### src/hw/rtl/swjag_pkg.sv
// Types, constants and tables for the sidewinding joint angle generator.
`timescale 1ns / 1ps
package swjag_pkg;
    localparam int MAX_JOINTS_DEF = 16;
    localparam int CORDIC_STEPS   = 16;
    localparam logic [29:0] TURN_PER_RAD = 30'd683565276;
    localparam logic signed [33:0] CORDIC_X0 = 34'sd652032874;
    localparam logic [31:0] OFS_ODD  = 32'h4000_0000;
    localparam logic [31:0] OFS_EVEN = 32'h2000_0000;

    typedef enum logic [1:0] {
        CFG_RADIUS = 2'd0,
        CFG_RISE   = 2'd1,
        CFG_LINK   = 2'd2,
        CFG_JOINTS = 2'd3
    } t_cfg_idx;

    typedef enum logic [3:0] {
        ST_IDLE, ST_MUL_RR, ST_MUL_BB, ST_SUM, ST_DIV_G, ST_WAIT_G,
        ST_MUL_K, ST_DIV_T, ST_WAIT_T, ST_J_ACC, ST_J_ROT, ST_J_WAIT,
        ST_J_MUL, ST_J_EMIT
    } t_state;

    typedef enum logic [2:0] {
        MUL_NONE, MUL_RR, MUL_BB, MUL_DR, MUL_BD, MUL_BDK, MUL_GY
    } t_mul_sel;

    typedef struct packed {
        t_mul_sel mul_sel;
        logic     div_start;
        logic     div_gain;
        logic     cor_start;
        logic     emit;
    } t_ctl;

    function automatic logic [29:0] atan_turn(input logic [3:0] idx);
        logic [29:0] v;
        case (idx)
            4'd0:  v = 30'd536870912;
            4'd1:  v = 30'd316933406;
            4'd2:  v = 30'd167458907;
            4'd3:  v = 30'd85004756;
            4'd4:  v = 30'd42667331;
            4'd5:  v = 30'd21354465;
            4'd6:  v = 30'd10679838;
            4'd7:  v = 30'd5340245;
            4'd8:  v = 30'd2670163;
            4'd9:  v = 30'd1335087;
            4'd10: v = 30'd667544;
            4'd11: v = 30'd333772;
            4'd12: v = 30'd166886;
            4'd13: v = 30'd83443;
            4'd14: v = 30'd41722;
            4'd15: v = 30'd20861;
            default: v = 30'd0;
        endcase
        return v;
    endfunction
endpackage

### src/hw/rtl/swjag_div.sv
// Bit-serial restoring divider: 64-bit dividend, 33-bit divisor, low 32 quotient bits.
`timescale 1ns / 1ps
module swjag_div (
    input  logic        i_clk,
    input  logic        i_rst_n,
    input  logic        i_start,
    input  logic [63:0] i_num,
    input  logic [32:0] i_den,
    output logic        o_done,
    output logic [31:0] o_quot
);
    logic [33:0] r_rem;
    logic [63:0] r_num;
    logic [32:0] r_den;
    logic [31:0] r_quot;
    logic [5:0]  r_cnt;
    logic        r_busy, r_done;
    logic [33:0] w_sh;
    logic        w_ge;

    assign w_sh = {r_rem[32:0], r_num[63]};
    assign w_ge = (w_sh >= {1'b0, r_den});

    always_ff @(posedge i_clk) begin
        if (!i_rst_n) begin
            r_busy <= 1'b0;
            r_done <= 1'b0;
            r_cnt  <= '0;
        end else begin
            r_done <= 1'b0;
            if (i_start) begin
                r_busy <= 1'b1;
                r_cnt  <= '0;
            end else if (r_busy) begin
                r_cnt <= r_cnt + 6'd1;
                if (r_cnt == 6'd63) begin
                    r_busy <= 1'b0;
                    r_done <= 1'b1;
                end
            end
        end
    end

    always_ff @(posedge i_clk) begin
        if (i_start) begin
            r_rem <= '0;
            r_num <= i_num;
            r_den <= i_den;
        end else if (r_busy) begin
            r_rem  <= w_ge ? (w_sh - {1'b0, r_den}) : w_sh;
            r_num  <= {r_num[62:0], 1'b0};
            r_quot <= {r_quot[30:0], w_ge};
        end
    end

    assign o_done = r_done;
    assign o_quot = r_quot;
endmodule

### src/hw/rtl/swjag_cordic.sv
// Iterative rotation-mode CORDIC giving sin of a phase in 2^-32 turn, Q30.
`timescale 1ns / 1ps
module swjag_cordic (
    input  logic               i_clk,
    input  logic               i_rst_n,
    input  logic               i_start,
    input  logic [31:0]        i_theta,
    output logic               o_done,
    output logic signed [33:0] o_sin
);
    import swjag_pkg::*;
    logic signed [33:0] r_x, r_y, r_z;
    logic [3:0]         r_cnt;
    logic               r_busy, r_done;
    logic signed [33:0] w_s, w_fold, w_dx, w_dy, w_at;

    always_comb begin
        w_s = 34'(signed'(i_theta));
        if (w_s > 34'sd1073741824)
            w_fold = 34'sd2147483648 - w_s;
        else if (w_s < -34'sd1073741824)
            w_fold = -34'sd2147483648 - w_s;
        else
            w_fold = w_s;
        w_dx = r_y >>> r_cnt;
        w_dy = r_x >>> r_cnt;
        w_at = signed'({4'b0, atan_turn(r_cnt)});
    end

    always_ff @(posedge i_clk) begin
        if (!i_rst_n) begin
            r_busy <= 1'b0;
            r_done <= 1'b0;
            r_cnt  <= '0;
        end else begin
            r_done <= 1'b0;
            if (i_start) begin
                r_busy <= 1'b1;
                r_cnt  <= '0;
            end else if (r_busy) begin
                r_cnt <= r_cnt + 4'd1;
                if (r_cnt == 4'(CORDIC_STEPS - 1)) begin
                    r_busy <= 1'b0;
                    r_done <= 1'b1;
                end
            end
        end
    end

    always_ff @(posedge i_clk) begin
        if (i_start) begin
            r_x <= CORDIC_X0;
            r_y <= '0;
            r_z <= w_fold;
        end else if (r_busy) begin
            if (!r_z[33]) begin
                r_x <= r_x - w_dx;
                r_y <= r_y + w_dy;
                r_z <= r_z - w_at;
            end else begin
                r_x <= r_x + w_dx;
                r_y <= r_y - w_dy;
                r_z <= r_z + w_at;
            end
        end
    end

    assign o_done = r_done;
    assign o_sin  = r_y;
endmodule

### src/hw/rtl/sidewinding_joint_angle_gen_top.sv
// Sidewinding joint angle generator: sequencer, shared multiplier, divider and CORDIC.
// Each accepted gait phase yields one angle per joint (joint_count, clipped to 1..MAX_JOINTS).
// Setup for an input runs two serial divisions, for the gain and the torsion step;
// each joint then takes a 16-step CORDIC, the shared multiplier and rounding, and
// a joint waits in its emit state while the output stalls.
// When radius and rise are both zero the divisions and CORDIC are skipped and each angle
// is 0 with the saturated flag set. The input is not ready until the last angle is loaded.
`timescale 1ns / 1ps
module sidewinding_joint_angle_gen_top #(
    parameter int MAX_JOINTS = swjag_pkg::MAX_JOINTS_DEF
) (
    input  logic        i_clk,
    input  logic        i_rst_n,
    input  logic        i_cfg_we,
    input  logic [1:0]  i_cfg_idx,
    input  logic [15:0] i_cfg_data,
    input  logic        i_s_tvalid,
    output logic        o_s_tready,
    input  logic [15:0] i_s_tdata,   // [15:0] gait_phase
    output logic        o_m_tvalid,
    input  logic        i_m_tready,
    output logic [23:0] o_m_tdata,   // [3:0] joint_index, [19:4] joint_angle, [23:20] zero
    output logic        o_m_tuser,   // [0] saturated
    output logic        o_m_tlast
);
    import swjag_pkg::*;
    localparam int CW = $clog2(MAX_JOINTS + 1);

    logic [15:0] r_radius, r_rise, r_link;
    logic [4:0]  r_jcount;
    t_state      r_state, n_state;
    t_ctl        w_ctl;
    logic [15:0] r_psi;
    logic [63:0] r_prod, r_tmp;
    logic [32:0] r_den;
    logic [32:0] w_den;
    logic        r_degen;
    logic [31:0] r_gain, r_step, r_acc;
    logic [CW-1:0] r_idx, r_n, w_n;
    logic        w_last, w_out_free;
    logic signed [33:0] w_ma, w_mb;
    logic signed [67:0] w_mp;
    logic        w_div_done, w_cor_done;
    logic [31:0] w_quot;
    logic signed [33:0] w_sin;
    logic [31:0] w_theta;
    logic [63:0] w_mag;
    logic [30:0] w_q;
    logic [15:0] w_angle;
    logic        w_sat;
    logic        r_ovalid, r_olast, r_osat;
    logic [3:0]  r_oidx;
    logic [15:0] r_oang;

    // configuration registers
    always_ff @(posedge i_clk) begin
        if (!i_rst_n) begin
            r_radius <= 16'd6554;
            r_rise   <= 16'd3277;
            r_link   <= 16'd4588;
            r_jcount <= 5'd16;
        end else if (i_cfg_we) begin
            case (t_cfg_idx'(i_cfg_idx))
                CFG_RADIUS: r_radius <= i_cfg_data;
                CFG_RISE:   r_rise   <= i_cfg_data;
                CFG_LINK:   r_link   <= i_cfg_data;
                CFG_JOINTS: r_jcount <= i_cfg_data[4:0];
                default: ;
            endcase
        end
    end

    always_comb begin
        if (r_jcount == 5'd0)
            w_n = CW'(1);
        else if (32'(r_jcount) > MAX_JOINTS)
            w_n = CW'(MAX_JOINTS);
        else
            w_n = CW'(r_jcount);
    end

    assign w_den      = 33'(r_tmp[31:0]) + 33'(r_prod[31:0]);
    assign w_last     = (r_idx == r_n - CW'(1));
    assign w_out_free = !r_ovalid || i_m_tready;
    assign w_theta    = r_acc + {r_psi, 16'd0} + (r_idx[0] ? OFS_ODD : OFS_EVEN);
    assign o_s_tready = (r_state == ST_IDLE);

    // next state
    always_comb begin
        n_state = r_state;
        case (r_state)
            ST_IDLE:   if (i_s_tvalid) n_state = ST_MUL_RR;
            ST_MUL_RR: n_state = ST_MUL_BB;
            ST_MUL_BB: n_state = ST_SUM;
            ST_SUM:    n_state = (w_den == 33'd0) ? ST_J_ACC : ST_DIV_G;
            ST_DIV_G:  n_state = ST_WAIT_G;
            ST_WAIT_G: if (w_div_done) n_state = ST_MUL_K;
            ST_MUL_K:  n_state = ST_DIV_T;
            ST_DIV_T:  n_state = ST_WAIT_T;
            ST_WAIT_T: if (w_div_done) n_state = ST_J_ACC;
            ST_J_ACC:  n_state = r_degen ? ST_J_EMIT : ST_J_ROT;
            ST_J_ROT:  n_state = ST_J_WAIT;
            ST_J_WAIT: if (w_cor_done) n_state = ST_J_MUL;
            ST_J_MUL:  n_state = ST_J_EMIT;
            ST_J_EMIT: if (w_out_free) n_state = w_last ? ST_IDLE : ST_J_ACC;
            default:   n_state = ST_IDLE;
        endcase
    end

    // control outputs
    always_comb begin
        w_ctl = '{mul_sel: MUL_NONE, div_start: 1'b0, div_gain: 1'b0,
                  cor_start: 1'b0, emit: 1'b0};
        case (r_state)
            ST_MUL_RR: w_ctl.mul_sel = MUL_RR;
            ST_MUL_BB: w_ctl.mul_sel = MUL_BB;
            ST_SUM:    w_ctl.mul_sel = MUL_DR;
            ST_DIV_G: begin
                w_ctl.div_start = 1'b1;
                w_ctl.div_gain  = 1'b1;
                w_ctl.mul_sel   = MUL_BD;
            end
            ST_MUL_K:  w_ctl.mul_sel = MUL_BDK;
            ST_DIV_T:  w_ctl.div_start = 1'b1;
            ST_J_ROT:  w_ctl.cor_start = 1'b1;
            ST_J_MUL:  w_ctl.mul_sel = MUL_GY;
            ST_J_EMIT: w_ctl.emit = w_out_free;
            default: ;
        endcase
    end

    // shared multiplier operands
    always_comb begin
        case (w_ctl.mul_sel)
            MUL_RR:  begin w_ma = signed'(34'(r_radius)); w_mb = signed'(34'(r_radius)); end
            MUL_BB:  begin w_ma = signed'(34'(r_rise));   w_mb = signed'(34'(r_rise));   end
            MUL_DR:  begin w_ma = signed'(34'(r_link));   w_mb = signed'(34'(r_radius)); end
            MUL_BD:  begin w_ma = signed'(34'(r_rise));   w_mb = signed'(34'(r_link));   end
            MUL_BDK: begin
                w_ma = signed'(34'(r_prod[31:0]));
                w_mb = signed'(34'(TURN_PER_RAD));
            end
            MUL_GY:  begin w_ma = signed'(34'(r_gain)); w_mb = w_sin; end
            default: begin w_ma = '0; w_mb = '0; end
        endcase
        w_mp = w_ma * w_mb;
    end

    // round half away from zero to Q13 and clip
    always_comb begin
        w_mag = r_prod[63] ? (64'd0 - r_prod) : r_prod;
        w_q   = 31'((w_mag + 64'h1_0000_0000) >> 33);
        w_sat = 1'b0;
        if (r_degen) begin
            w_angle = 16'd0;
            w_sat   = 1'b1;
        end else if (r_prod[63]) begin
            if (w_q > 31'd32768) begin
                w_angle = 16'h8000;
                w_sat   = 1'b1;
            end else begin
                w_angle = 16'd0 - w_q[15:0];
            end
        end else begin
            if (w_q > 31'd32767) begin
                w_angle = 16'h7FFF;
                w_sat   = 1'b1;
            end else begin
                w_angle = w_q[15:0];
            end
        end
    end

    swjag_div u_div (
        .i_clk   (i_clk),
        .i_rst_n (i_rst_n),
        .i_start (w_ctl.div_start),
        .i_num   (w_ctl.div_gain ? {16'd0, r_prod[31:0], 16'd0} : r_prod),
        .i_den   (r_den),
        .o_done  (w_div_done),
        .o_quot  (w_quot)
    );

    swjag_cordic u_cordic (
        .i_clk   (i_clk),
        .i_rst_n (i_rst_n),
        .i_start (w_ctl.cor_start),
        .i_theta (w_theta),
        .o_done  (w_cor_done),
        .o_sin   (w_sin)
    );

    always_ff @(posedge i_clk) begin
        if (!i_rst_n) begin
            r_state  <= ST_IDLE;
            r_ovalid <= 1'b0;
        end else begin
            r_state <= n_state;
            if (w_ctl.emit)
                r_ovalid <= 1'b1;
            else if (i_m_tready)
                r_ovalid <= 1'b0;
        end
    end

    always_ff @(posedge i_clk) begin
        if (r_state == ST_IDLE && i_s_tvalid) begin
            r_psi <= i_s_tdata;
            r_n   <= w_n;
        end
        if (w_ctl.mul_sel != MUL_NONE)
            r_prod <= w_mp[63:0];
        if (r_state == ST_MUL_BB)
            r_tmp <= r_prod;
        if (r_state == ST_SUM) begin
            r_den   <= w_den;
            r_degen <= (w_den == 33'd0);
            r_acc   <= '0;
            r_idx   <= '0;
            if (w_den == 33'd0) begin
                r_gain <= '0;
                r_step <= '0;
            end
        end
        if (r_state == ST_WAIT_G && w_div_done)
            r_gain <= w_quot;
        if (r_state == ST_WAIT_T && w_div_done)
            r_step <= w_quot;
        if (r_state == ST_J_ACC)
            r_acc <= r_acc + r_step;
        if (w_ctl.emit) begin
            r_oidx  <= 4'(r_idx);
            r_oang  <= w_angle;
            r_osat  <= w_sat;
            r_olast <= w_last;
            r_idx   <= r_idx + CW'(1);
        end
    end

    assign o_m_tvalid = r_ovalid;
    assign o_m_tdata  = {4'd0, r_oang, r_oidx};
    assign o_m_tuser  = r_osat;
    assign o_m_tlast  = r_olast;
endmodule

### config.mk
export PLATFORM = sky130hd
export DESIGN_NAME = sidewinding_joint_angle_gen_top
export DESIGN_NICKNAME = d
export VERILOG_FILES = /design/src/hw/rtl/swjag_pkg.sv /design/src/hw/rtl/swjag_div.sv /design/src/hw/rtl/swjag_cordic.sv /design/src/hw/rtl/sidewinding_joint_angle_gen_top.sv
export SDC_FILE = /design/constraint.sdc
export NUM_CORES = 2
export LEC_CHECK = 0
export ABC_AREA = 1
export BUFFER_PORTS_ARGS = -buffer_cell sky130_fd_sc_hd__buf_4
export CAP_MARGIN = 20
export CORE_AREA = 3 3 392 394
export DETAILED_ROUTE_END_ITERATION = 6
export DIE_AREA = 0 0 395 397
export HOLD_SLACK_MARGIN = 0.05
export PLACE_DENSITY = 0.74
export SYNTH_ARGS = -nofsm -noshare
export SYNTH_HDL_FRONTEND = slang
export SYNTH_SLANG_ARGS = --single-unit
### constraint.sdc
create_clock -name i_clk -period 12.2 [get_ports i_clk]
set_input_delay 0 -clock i_clk [delete_from_list [all_inputs] [get_ports i_clk]]
set_output_delay 0 -clock i_clk [all_outputs]
set_load 0.01 [all_outputs]
==> results.toml <==
[clock_network]
postCtsHoldBufs = 54
post_cts_resized = 0
cts_root_buffer = "clkbuf_16"
clkLatencyLatePin_ns = 0.70
cts_tree = "built"
htree_num_levels = 3
postCtsSetupBuffers = 0
cts_made_buffers = 73
cts.clk_slew.worst_paths_ns = 0.06
clockBufferDepth = 3
cts_sinks = 640

[global_route]
grt_overflow = 0
grt_pass1_vias = 73780
grt_pass1_wl_mm = 437.6
grt_use_total = 0.3658
grt_max_degree = 81
antenna_found_initial = 6

[flow_run]
cap_violations = 0

[die]
row_count = 142
die-area_sq_mm = 0.1568
coreArea_sq_mm = 0.1501
ios = 67
initial_utilization = 0.5507
chipHeight_um = 397
die_x_um = 395

[synth]
ys_warn_count = 0
muxShareOfSynthArea = 0.003874
async_flop_share = 0
ys_seq_elements = 640
ys_types = 66
synth_ff_type = "edfxtp_1"
yosys.area_share.simple = 0.1983
synthesis.area_sq_mm = 0.08268
synth-compound-area-share = 0.1038
seq_area_frac_synth = 0.2079
synth_xor_area_frac = 0.03263
synth_top_family_by_area = "adder cells"
postSynthCellCount = 10560
synth_edf_count = 437
syn_avg_cell_area_sq_um = 7.828
synthAdderAreaFrac = 0.3362

[worst_setup_path]
r2r-end = "r_prod[60]"
r2r-start = "r_state[1]"
max_stage_delay_ns = 0.96
crit_path_end = "r_prod[60]"
path_delay_family = "adder cells"
crit_type = "reg -> reg"
crit_top_cell = "inv_1"
cp_num_cells = 36
cp.arrival_ns = 11.66
end_kind = "flop"
crit_buf_inv = 11
worst_path_max_delay_cell = "nor2_1"
cp_max_fo = 37
reg2reg_depth = 36
cp.required_ns = 12.61
start_kind = "flop"
rrSetupSlack_ns = 0.95
crit_path_start = "r_state[1]"

[finish]
area_growth_pct = 7.344
final_cell_mix = "inv_1 (2114), nand2_1 (1957), nor2_1 (1350)"
final_util = 0.5911
nFillCells = 13670
final_common_cell = "inv_1"
postLayoutCellArea_sq_mm = 0.08875
drive_above_1_share = 0.05466
nets = 12140

[power_and_ir_drop]
p_leak_nw = 43.10
peakVddDrop_uv = 126.5
power.density_mw_per_mm2 = 139.2

[outcome]
failed_checks = "DRC"
outcome = "finished, violations left"

[placed_design]
dp_hpwl_mm = 230.9
placed_cell_area_sq_mm = 0.08552
portBuffers = 62
gp_congestion = 1.025

[sta]
max_slew_margin = 0.1880
rsz0062_at_grt = "false"
finalClockSkew_ns = 0.04191
setup_violations = 0
max_slew.worst_pin.slew_ns = 1.217
hold_violations = 0
tns_ns = 0
finalMaxSlewViolations = 0
layout_min_cycle_time_ns = 11.25
max_freq_ghz = 0.08890
period_share = 0.9220

[drt]
postRouteAntennaNets = 0
drt_iter0_markers = 6818
routed_wl_mm = 286.0
wl_per_cell_um = 22.65
firstDrtPassIters = 7
vias_per_cell = 5.724
drc = 2
vias = 72290

[worst_hold_path]
min_path_type = "in -> reg"
[worst min path at each step]
stage | endpoint | cells after the start | slack (ns) | start
floorplan | r_psi[0] | 0 | 0.1 | i_s_tdata[0]
global placement | r_psi[14] | 1 | 0.18 | i_s_tdata[14]
detailed placement | r_psi[11] | 1 | 0.18 | i_s_tdata[11]
CTS | r_psi[5] | 2 | 0.06 | i_s_tdata[5]
global route | r_psi[12] | 2 | 0.09 | i_s_tdata[12]
finish | r_psi[0] | 2 | 0.11 | i_s_tdata[0]
[synthesized netlist by cell type, drive strengths merged, types with 22 or more instances]
library cell | instances | area share
clkinv | 32 | 0.0015
a31oi | 56 | 0.0042
ha | 428 | 0.065
nor3 | 86 | 0.0053
dfxtp | 203 | 0.049
xor2 | 182 | 0.019
o211ai | 76 | 0.0069
a21boi | 22 | 0.0020
clkbuf | 268 | 0.012
or2 | 42 | 0.0032
o21a | 35 | 0.0032
inv | 2139 | 0.097
nand3 | 279 | 0.017
nor2 | 1437 | 0.069
buf | 86 | 0.0065
xnor2 | 126 | 0.013
o21ai | 609 | 0.037
o221ai | 60 | 0.0064
o21bai | 24 | 0.0022
nand2 | 2012 | 0.094
o22ai | 51 | 0.0039
nor4 | 27 | 0.0020
a21oi | 515 | 0.031
mux2i | 32 | 0.0039
fa | 1121 | 0.27
edfxtp | 437 | 0.16
nand4 | 77 | 0.0058
[report_power, final]
part	leakage, nW	switching (mW)	internal, mW
registers	5.89	0.379	2.76
logic	35.9	4.75	2.01
clock network	1.29	1.00	1.45
total	43.1	6.13	6.22
[metal layers]
layer / global-route usage / share of wire / wire length (um) / vias to the layer above
li1: - / - / - / 32810
met1: 0.4750 / 0.39 / 111700 / 35110
met2: 0.5778 / 0.44 / 127200 / 3567
met3: 0.07352 / 0.099 / 28340 / 805
met4: 0.1989 / 0.066 / 18750 / 4
met5: 0 / 0.00012 / 34 / -
[sequential cells by signal (all words and copies together), names as in the netlist, 30 cells and up]
register	flops
u_cordic.o_sin	34
u_div.r_num	64
r_acc	32
r_step	32
u_cordic.r_z	34
r_tmp	32
u_cordic.r_x	34
r_gain	32
r_den	33
u_div.o_quot	32
u_div.r_rem	33
u_cordic.w_at	30
u_div.r_den	33
r_prod	64
[metrics by stage]
| step | worst slack (ns) | hold slack [ns] | std cells | power (mW) |
|---|---|---|---|---|
| 2_1_floorplan | 1.973 | 0.09887 | 10570 | 7.492 |
| 3_3_place_gp | 1.221 | 0.1795 | 12440 | 9.656 |
| 6_report | 0.9514 | 0.1150 | 12630 | 12.35 |
| 4_1_cts | 1.098 | 0.05950 | 12630 | 12.24 |
| 3_5_place_dp | 1.148 | 0.1798 | 12440 | 9.730 |
| 5_1_grt | 0.4178 | 0.09357 | 12630 | 13.16 |
[worst register-to-register path: cells and delay by family (launching register included)]
kind	cells	cell delay, ns
compound gates	6	1.65
xor+xnor	1	0.19
buf+inv	11	1.76
fa+ha+maj	9	4.35
flops	1	0.48
simple gates	9	2.55
[kinds of logic after synthesis]
group                    count (synthesis)
AO/OA/AOI/OAI                         1517
XOR/XNOR                               308
adder cells (fa/ha/maj)               1549
buffers and inverters                 2525
flip-flops                             640
multiplexers                            32
other                                    1
AND/OR/NAND/NOR                       3990
[cell type report]
type / instances / area (sq um) / share of cell area
diodes: 1 / 2.502 / 0.00002820
clock buffers: 85 / 1964 / 0.02213
clock inverters: 47 / 696.9 / 0.007853
inverters: 2171 / 8149 / 0.09182
multi-input cells: 7400 / 56050 / 0.6315
flip-flops and latches: 640 / 17190 / 0.1937
well taps: 2016 / 2522 / 0.02842
repair buffers: 269 / 2175 / 0.02450
Note: power is estimated with default switching activity, not from simulation.
